$ cat config.mk
export PLATFORM = sky130hd
export DESIGN_NAME = symbol_frequency_sorter_core
export DESIGN_NICKNAME = d
export VERILOG_FILES = /design/src/sfs_pkg.sv /design/src/sfs_front.sv /design/src/sfs_queue.sv /design/src/sfs_back.sv /design/src/symbol_frequency_sorter_core.sv
export SDC_FILE = /design/constraint.sdc
export NUM_CORES = 2
export LEC_CHECK = 0
export ABC_CLOCK_PERIOD_IN_PS = 7000
export BUFFER_PORTS_ARGS = -buffer_cell sky130_fd_sc_hd__buf_2
export CAP_MARGIN = 0
export CORE_AREA = 2 2 293 512
export CTS_BUF_LIST = sky130_fd_sc_hd__clkbuf_4
export DETAILED_ROUTE_END_ITERATION = 8
export DIE_AREA = 0 0 295 514
export PLACE_DENSITY_LB_ADDON = 0.05
export SLEW_MARGIN = 20
export SYNTH_ARGS = -nofsm -noshare
export SYNTH_HDL_FRONTEND = slang
export SYNTH_HIERARCHICAL = 1
export SYNTH_SLANG_ARGS = --single-unit
$ cat constraint.sdc
create_clock -name clk -period 7 [get_ports clk]
set_input_delay 0.7 -clock clk [delete_from_list [all_inputs] [get_ports clk]]
set_output_delay 0.7 -clock clk [all_outputs]
set_load 0.05 [all_outputs]
$ cat src/sfs_pkg.sv
// ----------------------------------------------------------------------------
// sfs_pkg
// Shared types and constants of the symbol frequency sorter.
// ----------------------------------------------------------------------------
`default_nettype none

package sfs_pkg;

	localparam int ALPHABET    = 64;
	localparam int COUNT_WIDTH = 16;
	localparam int SYM_W       = 6;
	localparam int OUT_CNT_W   = 16;
	localparam int MEM_DEPTH   = 2 ** SYM_W;
	localparam int NUM_W       = SYM_W + 1;
	localparam int KEY_W       = COUNT_WIDTH + SYM_W;
	localparam int QUEUE_DEPTH = 4;
	localparam int QPTR_W      = $clog2(QUEUE_DEPTH);

	typedef logic [SYM_W-1:0]       sym_t;
	typedef logic [COUNT_WIDTH-1:0] cnt_t;
	typedef logic [NUM_W-1:0]       num_t;
	typedef logic [KEY_W-1:0]       key_t;
	typedef logic [OUT_CNT_W-1:0]   out_cnt_t;

	localparam cnt_t     CNT_MAX     = '1;
	localparam out_cnt_t OUT_CNT_MAX = '1;

	typedef struct packed {
		sym_t sym;
		logic in_range;
		logic eos;
	} item_t;

	typedef struct packed {
		logic full;
		logic empty;
	} q_stat_t;

	typedef enum logic [2:0] {
		ST_COUNT,
		ST_DRAIN,
		ST_START,
		ST_SCAN,
		ST_EMIT
	} state_t;

	function automatic out_cnt_t clamp_count(input cnt_t c);
		logic [31:0] w;
		w = 32'(c);
		if (w > 32'(OUT_CNT_MAX))
			return OUT_CNT_MAX;
		return out_cnt_t'(w);
	endfunction

endpackage

`default_nettype wire

$ cat src/sfs_front.sv
// ----------------------------------------------------------------------------
// sfs_front
// Input register: accepts a transaction, tags out-of-alphabet symbols and
// hands the item to the queue.
// ----------------------------------------------------------------------------
`default_nettype none

module sfs_front (
	input  wire logic           clk,
	input  wire logic           arst_n,
	input  wire logic           start,
	input  wire sfs_pkg::sym_t  symbol,
	input  wire logic           end_of_set,
	output logic                busy,
	input  wire sfs_pkg::q_stat_t q_stat,
	output logic                push,
	output sfs_pkg::item_t      push_item
);

	sfs_pkg::item_t item_q;
	logic           item_vld_q;
	logic           accept;

	assign push      = item_vld_q && !q_stat.full;
	assign busy      = item_vld_q && q_stat.full;
	assign accept    = start && !busy;
	assign push_item = item_q;

	always_ff @(posedge clk or negedge arst_n) begin
		if (!arst_n) begin
			item_vld_q <= 1'b0;
		end else if (accept) begin
			item_vld_q <= 1'b1;
		end else if (push) begin
			item_vld_q <= 1'b0;
		end
	end

	always_ff @(posedge clk) begin
		if (accept) begin
			item_q.sym      <= symbol;
			item_q.in_range <= {1'b0, symbol} < sfs_pkg::NUM_W'(sfs_pkg::ALPHABET);
			item_q.eos      <= end_of_set;
		end
	end

endmodule

`default_nettype wire

$ cat src/sfs_queue.sv
// ----------------------------------------------------------------------------
// sfs_queue
// Short FIFO between the front and the back.
// ----------------------------------------------------------------------------
`default_nettype none

module sfs_queue (
	input  wire logic             clk,
	input  wire logic             arst_n,
	input  wire logic             push,
	input  wire sfs_pkg::item_t   push_item,
	input  wire logic             pop,
	output sfs_pkg::item_t        head,
	output sfs_pkg::q_stat_t      stat
);

	sfs_pkg::item_t                entry_q [sfs_pkg::QUEUE_DEPTH];
	logic [sfs_pkg::QPTR_W-1:0]    wr_ptr_q;
	logic [sfs_pkg::QPTR_W-1:0]    rd_ptr_q;
	logic [sfs_pkg::QPTR_W:0]      fill_q;

	assign head       = entry_q[rd_ptr_q];
	assign stat.full  = fill_q == (sfs_pkg::QPTR_W + 1)'(sfs_pkg::QUEUE_DEPTH);
	assign stat.empty = fill_q == '0;

	always_ff @(posedge clk or negedge arst_n) begin
		if (!arst_n) begin
			wr_ptr_q <= '0;
			rd_ptr_q <= '0;
			fill_q   <= '0;
		end else begin
			if (push)
				wr_ptr_q <= wr_ptr_q + 1'b1;
			if (pop)
				rd_ptr_q <= rd_ptr_q + 1'b1;
			if (push && !pop)
				fill_q <= fill_q + 1'b1;
			else if (pop && !push)
				fill_q <= fill_q - 1'b1;
		end
	end

	always_ff @(posedge clk) begin
		if (push)
			entry_q[wr_ptr_q] <= push_item;
	end

endmodule

`default_nettype wire

$ cat src/sfs_back.sv
// ----------------------------------------------------------------------------
// sfs_back
// Histogram update, selection scan over the histogram and result output.
// ----------------------------------------------------------------------------
`default_nettype none

module sfs_back (
	input  wire logic              clk,
	input  wire logic              arst_n,
	input  wire sfs_pkg::item_t    head,
	input  wire sfs_pkg::q_stat_t  q_stat,
	output logic                   pop,
	output logic                   out_strobe,
	output sfs_pkg::sym_t          out_symbol,
	output sfs_pkg::out_cnt_t      out_count,
	output logic                   last_result
);

	sfs_pkg::state_t state_q, state_d;

	sfs_pkg::cnt_t                  hist_mem [sfs_pkg::MEM_DEPTH];
	sfs_pkg::cnt_t                  rd_q;
	logic [sfs_pkg::MEM_DEPTH-1:0]  vbit_q;
	sfs_pkg::num_t                  distinct_q;
	sfs_pkg::num_t                  emitted_q;

	logic           c_vld_s1;
	sfs_pkg::item_t c_item_s1;
	logic           byp_s1;
	sfs_pkg::cnt_t  byp_data_s1;
	sfs_pkg::cnt_t  c_old;
	sfs_pkg::cnt_t  c_new;
	logic           c_wr;

	sfs_pkg::sym_t  rd_addr;
	sfs_pkg::sym_t  scan_idx_q;
	logic           scan_act_q;
	logic           scan_issue;
	logic           sv_vld_s1;
	logic           sv_last_s1;
	logic           sv_bit_s1;
	sfs_pkg::sym_t  sv_sym_s1;

	sfs_pkg::key_t  cand_key;
	sfs_pkg::key_t  best_key_q;
	sfs_pkg::key_t  last_key_q;
	logic           have_best_q;
	logic           have_last_q;
	logic           take;
	logic           emit_last;

	assign pop        = (state_q == sfs_pkg::ST_COUNT) && !q_stat.empty;
	assign c_wr       = c_vld_s1 && c_item_s1.in_range;
	assign c_old      = !vbit_q[c_item_s1.sym] ? '0 : (byp_s1 ? byp_data_s1 : rd_q);
	assign c_new      = (c_old == sfs_pkg::CNT_MAX) ? c_old : c_old + 1'b1;
	assign scan_issue = (state_q == sfs_pkg::ST_SCAN) && scan_act_q;
	assign rd_addr    = (state_q == sfs_pkg::ST_SCAN) ? scan_idx_q : head.sym;
	assign cand_key   = {rd_q, sv_sym_s1};
	assign take       = sv_vld_s1 && sv_bit_s1
		&& (!have_last_q || cand_key > last_key_q)
		&& (!have_best_q || cand_key < best_key_q);
	assign emit_last  = sfs_pkg::num_t'(emitted_q + 1'b1) == distinct_q;

	always_comb begin
		state_d = state_q;
		unique case (state_q)
			sfs_pkg::ST_COUNT: begin
				if (pop && head.eos)
					state_d = sfs_pkg::ST_DRAIN;
			end
			sfs_pkg::ST_DRAIN: begin
				state_d = sfs_pkg::ST_START;
			end
			sfs_pkg::ST_START: begin
				state_d = (distinct_q == '0) ? sfs_pkg::ST_COUNT : sfs_pkg::ST_SCAN;
			end
			sfs_pkg::ST_SCAN: begin
				if (sv_vld_s1 && sv_last_s1)
					state_d = sfs_pkg::ST_EMIT;
			end
			sfs_pkg::ST_EMIT: begin
				state_d = emit_last ? sfs_pkg::ST_COUNT : sfs_pkg::ST_SCAN;
			end
			default: begin
				state_d = sfs_pkg::ST_COUNT;
			end
		endcase
	end

	always_ff @(posedge clk or negedge arst_n) begin
		if (!arst_n) begin
			state_q     <= sfs_pkg::ST_COUNT;
			c_vld_s1    <= 1'b0;
			vbit_q      <= '0;
			distinct_q  <= '0;
			emitted_q   <= '0;
			scan_idx_q  <= '0;
			scan_act_q  <= 1'b0;
			sv_vld_s1   <= 1'b0;
			have_best_q <= 1'b0;
			have_last_q <= 1'b0;
			out_strobe  <= 1'b0;
		end else begin
			state_q    <= state_d;
			c_vld_s1   <= pop;
			sv_vld_s1  <= scan_issue;
			out_strobe <= state_q == sfs_pkg::ST_EMIT;
			if (c_wr) begin
				vbit_q[c_item_s1.sym] <= 1'b1;
				if (!vbit_q[c_item_s1.sym])
					distinct_q <= distinct_q + 1'b1;
			end
			if (take)
				have_best_q <= 1'b1;
			if (scan_issue) begin
				scan_idx_q <= scan_idx_q + 1'b1;
				if (scan_idx_q == sfs_pkg::SYM_W'(sfs_pkg::ALPHABET - 1))
					scan_act_q <= 1'b0;
			end
			if (state_q == sfs_pkg::ST_START) begin
				scan_idx_q  <= '0;
				scan_act_q  <= 1'b1;
				have_best_q <= 1'b0;
				have_last_q <= 1'b0;
				emitted_q   <= '0;
			end
			if (state_q == sfs_pkg::ST_EMIT) begin
				have_last_q <= 1'b1;
				have_best_q <= 1'b0;
				emitted_q   <= emitted_q + 1'b1;
				scan_idx_q  <= '0;
				if (emit_last) begin
					vbit_q     <= '0;
					distinct_q <= '0;
				end else begin
					scan_act_q <= 1'b1;
				end
			end
		end
	end

	always_ff @(posedge clk) begin
		rd_q <= hist_mem[rd_addr];
		if (c_wr)
			hist_mem[c_item_s1.sym] <= c_new;
		if (pop) begin
			c_item_s1   <= head;
			byp_s1      <= c_wr && (c_item_s1.sym == head.sym);
			byp_data_s1 <= c_new;
		end
		sv_sym_s1  <= scan_idx_q;
		sv_last_s1 <= scan_idx_q == sfs_pkg::SYM_W'(sfs_pkg::ALPHABET - 1);
		sv_bit_s1  <= vbit_q[scan_idx_q];
		if (take)
			best_key_q <= cand_key;
		if (state_q == sfs_pkg::ST_EMIT) begin
			last_key_q  <= best_key_q;
			out_symbol  <= best_key_q[sfs_pkg::SYM_W-1:0];
			out_count   <= sfs_pkg::clamp_count(best_key_q[sfs_pkg::KEY_W-1:sfs_pkg::SYM_W]);
			last_result <= emit_last;
		end
	end

endmodule

`default_nettype wire

$ cat src/symbol_frequency_sorter_core.sv
// ----------------------------------------------------------------------------
// symbol_frequency_sorter_core
// Counts symbols into a histogram and emits the present symbols ordered by
// ascending count, ties by ascending symbol.
// ----------------------------------------------------------------------------
// Counting: one transaction per cycle while busy is low, limited by the
// single histogram port. After the end-of-set transaction, each result takes
// one selection scan over the histogram. busy rises when the 4-entry queue
// fills. Results are strobed for one cycle and cannot be stalled.
// Reset clears the histogram valid bits at once; no clearing pass is needed.
`default_nettype none

module symbol_frequency_sorter_core (
	input  wire logic              clk,
	input  wire logic              arst_n,
	input  wire logic              start,
	output logic                   busy,
	input  wire sfs_pkg::sym_t     symbol,
	input  wire logic              end_of_set,
	output logic                   out_strobe,
	output sfs_pkg::sym_t          out_symbol,
	output sfs_pkg::out_cnt_t      out_count,
	output logic                   last_result
);

	logic             q_push;
	logic             q_pop;
	sfs_pkg::item_t   q_push_item;
	sfs_pkg::item_t   q_head;
	sfs_pkg::q_stat_t q_stat;

	sfs_front u_front (
		.clk       (clk),
		.arst_n    (arst_n),
		.start     (start),
		.symbol    (symbol),
		.end_of_set(end_of_set),
		.busy      (busy),
		.q_stat    (q_stat),
		.push      (q_push),
		.push_item (q_push_item)
	);

	sfs_queue u_queue (
		.clk      (clk),
		.arst_n   (arst_n),
		.push     (q_push),
		.push_item(q_push_item),
		.pop      (q_pop),
		.head     (q_head),
		.stat     (q_stat)
	);

	sfs_back u_back (
		.clk        (clk),
		.arst_n     (arst_n),
		.head       (q_head),
		.q_stat     (q_stat),
		.pop        (q_pop),
		.out_strobe (out_strobe),
		.out_symbol (out_symbol),
		.out_count  (out_count),
		.last_result(last_result)
	);

	a_strobe_gap: assert property (@(posedge clk) disable iff (!arst_n)
		out_strobe |=> !out_strobe)
		else $error("results strobed in consecutive cycles");

	a_count_nonzero: assert property (@(posedge clk) disable iff (!arst_n)
		out_strobe |-> out_count != '0)
		else $error("result with zero count");

	a_no_overflow: assert property (@(posedge clk) disable iff (!arst_n)
		q_push |-> !q_stat.full)
		else $error("push into full queue");

	a_busy_queue: assert property (@(posedge clk) disable iff (!arst_n)
		busy |-> !q_stat.empty)
		else $error("busy with empty queue");

endmodule

`default_nettype wire

Yosys cells after proc, flatten, opt, wreduce, memory -nomap -nowiden
Memories as Yosys holds them, arrays and structs flattened. A register that Yosys moved wholly into a read port is not among the register bits. Index checks and enable logic that the tools add are counted.

Register bits: 207. Memory bits (writable): 1052. Bits of input ports: 10. Memories: 2.

Add/subtract/negate cells: 8. Order comparisons: 5. Equality and inequality tests: 11. Muxes and demuxes: 45. Bitwise operators: 1. Reduce and logical (&&, ||, !) cells: 33.

Memory list: u_back.hist_mem (words 64, width 16, read ports 1, clocked after Yosys merged registers in 1, wr ports 1, line sfs_back.sv:21) `sfs_pkg::cnt_t hist_mem [sfs_pkg::MEM_DEPTH];`; u_queue.entry_q (words 4, width 7, read ports 1, clocked after Yosys merged registers in 0, wr ports 1, line sfs_queue.sv:17) `sfs_pkg::item_t entry_q [sfs_pkg::QUEUE_DEPTH];`.

Operators by type and width (count): $mux 64 (3); $or 64x64->64 (1); $mux 16 (3); $mux 7 (6); $mux 6 (4); $gt 22x22->1 (1); $lt 22x22->1 (1); $mux 1 (19); $add 16x1->16 const B (1); $eq 16x16->1 const B (1); $logic_and 1x1->1 (15); $pmux 3 s5 (1); $add 7x1->7 const B (2); $lt 6x7->1 const B (2); $bmux 1 s6 (2); $mux 3 (4); $eq 7x7->1 (1); $logic_not 1->1 (7); $logic_not 7->1 (1); $add 6x1->6 const B (1); $demux 1 s6 (1); $eq 3x2->1 const B (2); $eq 3x3->1 const B (2); $eq 6x6->1 (1); 13 further kinds (21).

Longest topological paths before layout
Depth after elaboration: 8. Depth in mapped cells: 16.

Cells and area by module
The synthesis kept the hierarchy.

Modules (own cells, without submodules): sfs_back (instances 1, cells an instance 3743, area each 49480.0 um2, seq. area each 35629.2 um2); sfs_queue (instances 1, cells an instance 76, area each 1547.7 um2, seq. area each 1136.1 um2); sfs_front (instances 1, cells an instance 14, area each 279.0 um2, seq. area each 235.2 um2).

Worst setup path after synthesis
Ideal clock, no wire load.

Kind: register to register. Start point: reg u_back/c_item_s1[2] (netlist bit). End point: reg u_back.byp_data_s1[9], data pin. Setup time: 0.774 ns. Arrival time: 5.927 ns. Required time: 6.226 ns. Setup slack: 0.300 ns. Stages on the path, launching flop included: 13. Cell sequence: edfxtp_1 > buf_2 > mux2i_1 > mux4_2 > o22ai_1 > nor4_4 > buf_2 > nor2_1 > ha_1 > inv_1 > a2111oi_0 > nand4_1 > a311oi_1.

Word-level cells in the longest chain between the ends: 5. Elaborated cells between the ends (all ways): 6. Those cells by class: add/sub (1); eq/ne (1); mux (4).

RTL lines: from (decl) (line sfs_back.sv:28) `sfs_pkg::item_t c_item_s1;`; from (signal assigned) (line sfs_back.sv:147) `c_item_s1 <= head;`; $bmux 1 s6 (*) (line sfs_back.sv:54) `assign c_old = !vbit_q[c_item_s1.sym] ? '0 : (byp_s1 ? byp_data_s1 : rd_q);`; $mux 1 (implied by the code) (*) (line sfs_back.sv:54); $mux 16 (*) (line sfs_back.sv:54); $add 16x1->16 or $eq 16x16->1 (tied branches) (line sfs_back.sv:55) `assign c_new = (c_old == sfs_pkg::CNT_MAX) ? c_old : c_old + 1'b1;`; $mux 16 (*) (line sfs_back.sv:55); net u_back.c_new[9] (line sfs_back.sv:32) `sfs_pkg::cnt_t c_new;`; to (signal assigned) (line sfs_back.sv:149) `byp_data_s1 <= c_new;`; to (decl) (line sfs_back.sv:30) `sfs_pkg::cnt_t byp_data_s1;`.

Mark *: on every way through the listed nets, which the timed path passes. The rest lies on a longest branch. The select of a mux whose other input is x is not followed. A chain may end at the register's enable or synchronous reset.

Worst setup path after layout
Start point: reg u_back/c_item_s1[2] (netlist bit). End point: mem u_back/hist_mem[35][11] (netlist bit), data pin.

Word-level cells in the longest chain between the ends: 5. Elaborated cells between the ends (all ways): 6. Those cells by class: add/sub (1); eq/ne (1); mux (4).

RTL lines (line): $bmux 1 s6 (*) (sfs_back.sv:54); $mux 1 (implied by the code) (*) (sfs_back.sv:54); $mux 16 (*) (sfs_back.sv:54); $add 16x1->16 or $eq 16x16->1 (tied branches) (sfs_back.sv:55); $mux 16 (*) (sfs_back.sv:55); net u_back.c_new[11] (sfs_back.sv:32); to (decl) (sfs_back.sv:21).

Marked as above.

==> impl_results.md <==
- Critical path class: flop to flop
- CTS root buffer: clkbuf_4
- Setup Viol. Count Final: 0
- Clock Skew: 0.113 ns
- H-tree levels: 5
- GRT Util Overall: 24.1%
- Synth cell count leaders: edfxtp_1, nand2_1, nand3_1
- Number of flops mapped to enable cells by yosys: 1132
- Area fraction of the dominant cell type after synthesis: 66.3%
- Cell mode on critical path: buf_4
- Outcome: finished clean
- Core Area: 148000 um2
- Fill cells: 14100
- Die Height: 514 um
- Max Cap Viol: 0
- Maximum VDD drop: 328 uV
- Antenna-violating nets left: 0
- Sink Count: 1257
- Post-DR wirelength/cell: 28.9 um
- F_max: 0.169 GHz
- Final Cycle Share: 84.4%
- Largest net degree at the start of global routing: 78
- Worst Path Buf+Inv: 4
- Prevailing post-synth register cell: edfxtp_1
- First-pass GRT wire length: 256000 um
- Die Area: 152000 um2
- Layout Nets: 4163
- Crit-path max FO: 46
- Ys async rst share: 8.04%
- Number of global-route vias before repair: 33800
- Share of layout cells above drive strength 1: 18.5%
- Req. time, crit path: 7.79 ns
- Initial DRC Count: 2082
- Total CTS buffers: 313
- Synth Register Bits: 1257
- Clock transition at path regs: 0.08 ns
- I/O Buffers: 34
- Die outline width: 295 um
- RSZ-0062 raised after global routing: false
- Worst Max-Slew Pin Slew: 1.21 ns
- Synth Instances: 3833
- Total power: 25400 uW
- Top-count cell post-synth: edfxtp_1
- Initial antenna violation count: 8
- Clock Path Buffers: 4
- First drt pass iteration count: 7
- Post-Syn Area: 51300 um2
- Tmin final: 5.91 ns
- Critical Path Max Stage Delay: 0.82 ns
- Worst EP arrival: 6.70 ns
- Worst hold path class: input port to async pin
- Final instance area: 58900 um2
- Util after Layout: 39.9%
- Clock Latency Late Sink: 1.14 ns
- Internal reg-to-reg setup slack: 1.09 ns
- CP max stage cell: edfxtp_1
- DR vias/cell: 5.22
- Final hold vios: 0
- Vias: 33000
- CTS tree: yes
- Number of library cell types mapped by synthesis: 67
- Max Slew Vio Count: 0
- Site Rows: 187
- Critical Path Source Type: flop
- Post CTS Setup Buffer Count: 0
- R2r endpoint: u_back/hist_mem[35][11]
- Post-Syn Area per Cell: 13.4 um2
- DRT Wirelength: 182000 um
- Pleak: 0.0213 uW
- Final HPWL DP: 112000 um
- Worst reg2reg path depth: 16
- Gpl congestion: 0.846
- P&R area growth vs syn: 14.7%
- Kind of cell adding the most delay to the critical path: simple AND/OR/NAND/NOR gates
- Worst setup EP type: flop
- Max_slew headroom: 18.6%
- Pwr/cell area: 431 nW/um2
- Synth warn: 6
- Initial Utilization: 34.8%
- FF-to-FF Start: u_back/c_item_s1[2]
- Post-synthesis net count: 3897
- Fin Hold WS: 0.180 ns
- Ports: 35
- Register area: 37000 um2
- Residual DRC count: 0
- Post-synthesis sequential area ratio: 72.1%
- Crit-path cells: buf_4 -> mux4_2 -> a22oi_1 -> o22ai_1 -> nor4_4 -> buf_4 -> nor2_1 -> ha_1 -> inv_1 -> a2111oi_0 -> nand4_1 -> and2_1 -> nand3_1 -> xnor2_1 -> nor2_4 -> buf_4
- Multi-input logic area: 13900 um2
- Post-synth top area cell: edfxtp_1
- Area after DPL: 54800 um2
- GR Overflow Total: 0
- Final setup TNS: 0 ns
- Area contributors post-synth: edfxtp_1, nand2_1, nand3_1, dfrtp_1, mux2i_1
## registers in the layout, summed over array words and instances, names as in the netlist, 3 cells and up
signal / cells
u_back/out_symbol: 5
u_back/scan_idx_q: 6
u_back/c_item_s1: 7
u_back/state_q: 3
u_back/distinct_q: 7
u_back/hist_mem: 1024
u_back/rd_q: 16
u_front/push_item: 7
u_back/emitted_q: 7
u_back/best_key_q: 22
u_back/sv_sym_s1: 6
u_queue/fill_q: 3
u_queue/entry_q: 32
u_back/vbit_q: 64
u_back/out_count: 16
u_back/byp_data_s1: 16
## logic make-up (layout without fill, tap and decap cells)
kind of cell	Yosys count	count (layout)	share of synthesized area (%)
mux	234	234	5.72
xor+xnor	43	43	0.734
simple gates	1766	1766	15.1
compound gates	211	211	2.80
fa+ha+maj	54	54	1.33
buf+inv	267	747	2.21
flops	1257	1257	72.1
other cells	1	13	0.00731
## cell usage in the layout, fill, tap and decap left out, types with 7 or more instances in the layout
| cell | netlist | layout |
|---|---|---|
| mux4_2 | 45 | 45 |
| a2bb2oi_1 | 12 | 12 |
| nor2_1 | 228 | 152 |
| xor2_1 | 28 | 28 |
| dlygate4sd3_1 | 0 | 9 |
| and2_1 | 9 | 8 |
| nand3_1 | 527 | 527 |
| dfxtp_1 | 24 | 24 |
| nor3_1 | 10 | 8 |
| a221oi_1 | 16 | 16 |
| ha_1 | 53 | 53 |
| nand3b_1 | 9 | 9 |
| and3_1 | 13 | 12 |
| xnor2_1 | 15 | 14 |
| edfxtp_1 | 1132 | 1132 |
| a21oi_1 | 43 | 40 |
| mux2i_1 | 179 | 179 |
| nand4_1 | 56 | 56 |
| o21ai_0 | 53 | 51 |
| inv_2 | 0 | 8 |
| dfrtp_1 | 101 | 101 |
| diode_2 | 0 | 12 |
| nand2_1 | 861 | 861 |
| nor2_2 | 1 | 13 |
| clkinv_1 | 0 | 44 |
| clkbuf_4 | 0 | 465 |
| buf_2 | 72 | 33 |
| a32oi_1 | 20 | 20 |
| mux2_2 | 8 | 7 |
| or4_1 | 16 | 16 |
| buf_12 | 0 | 14 |
| nor2_4 | 0 | 64 |
| a311oi_1 | 18 | 15 |
| buf_4 | 5 | 103 |
| inv_1 | 56 | 55 |
## how the worst max path moves through the flow
stage | to | slack, ns | cells after the start | startpoint
floorplan | u_back/byp_data_s1[9] | 0.30 | 12 | u_back/c_item_s1[2]
global placement | u_back/hist_mem[47][7] | 1.13 | 16 | u_back/c_item_s1[2]
detailed placement | u_back/hist_mem[12][11] | 1.13 | 16 | u_back/c_item_s1[2]
CTS | u_back/hist_mem[22][11] | 1.15 | 16 | u_back/c_item_s1[2]
global route | u_back/hist_mem[35][11] | 0.72 | 16 | u_back/c_item_s1[2]
finish | u_back/hist_mem[35][11] | 1.09 | 16 | u_back/c_item_s1[2]
## routing by layer
metal,vias to the layer above,global-route usage [%],part of all wire (%)
li1,14800,-,-
met1,16900,27.6,38
met2,907,44.1,53
met3,321,3.39,4.1
met4,0,10.8,4.7
met5,-,0,0
## what timing repair did
action                    CTS  global route
gates resized for setup     0             0
hold buffers                9             0
hold endpoints to repair   45             0
## area by class of cell
| cell class | count | area share [%] |
|---|---|---|
| flip-flops and latches | 1257 | 62.9 |
| multi-input cells | 2309 | 23.6 |
| clock buffers | 465 | 5.93 |
| well taps | 1984 | 4.22 |
| repair buffers | 162 | 2.36 |
| clock inverters | 64 | 0.640 |
| inverters | 56 | 0.357 |
| diodes | 12 | 0.0510 |
## stage by stage
step                      std cells  setup slack (ns)
after floorplan                3833             0.300
after global placement         5752              1.13
after detailed placement       5758              1.13
after CTS                      6296              1.15
after global routing           6303             0.721
final                          6309              1.09
## report_power, final
group          switching (uW)  total [uW]  internal (uW)  leakage, uW
combinational            7000        9720           2730      0.00707
sequential                431        9500           9070       0.0119
clock                    2990        6170           3170      0.00232
No activity file was read; power rests on OpenSTA's default activity.
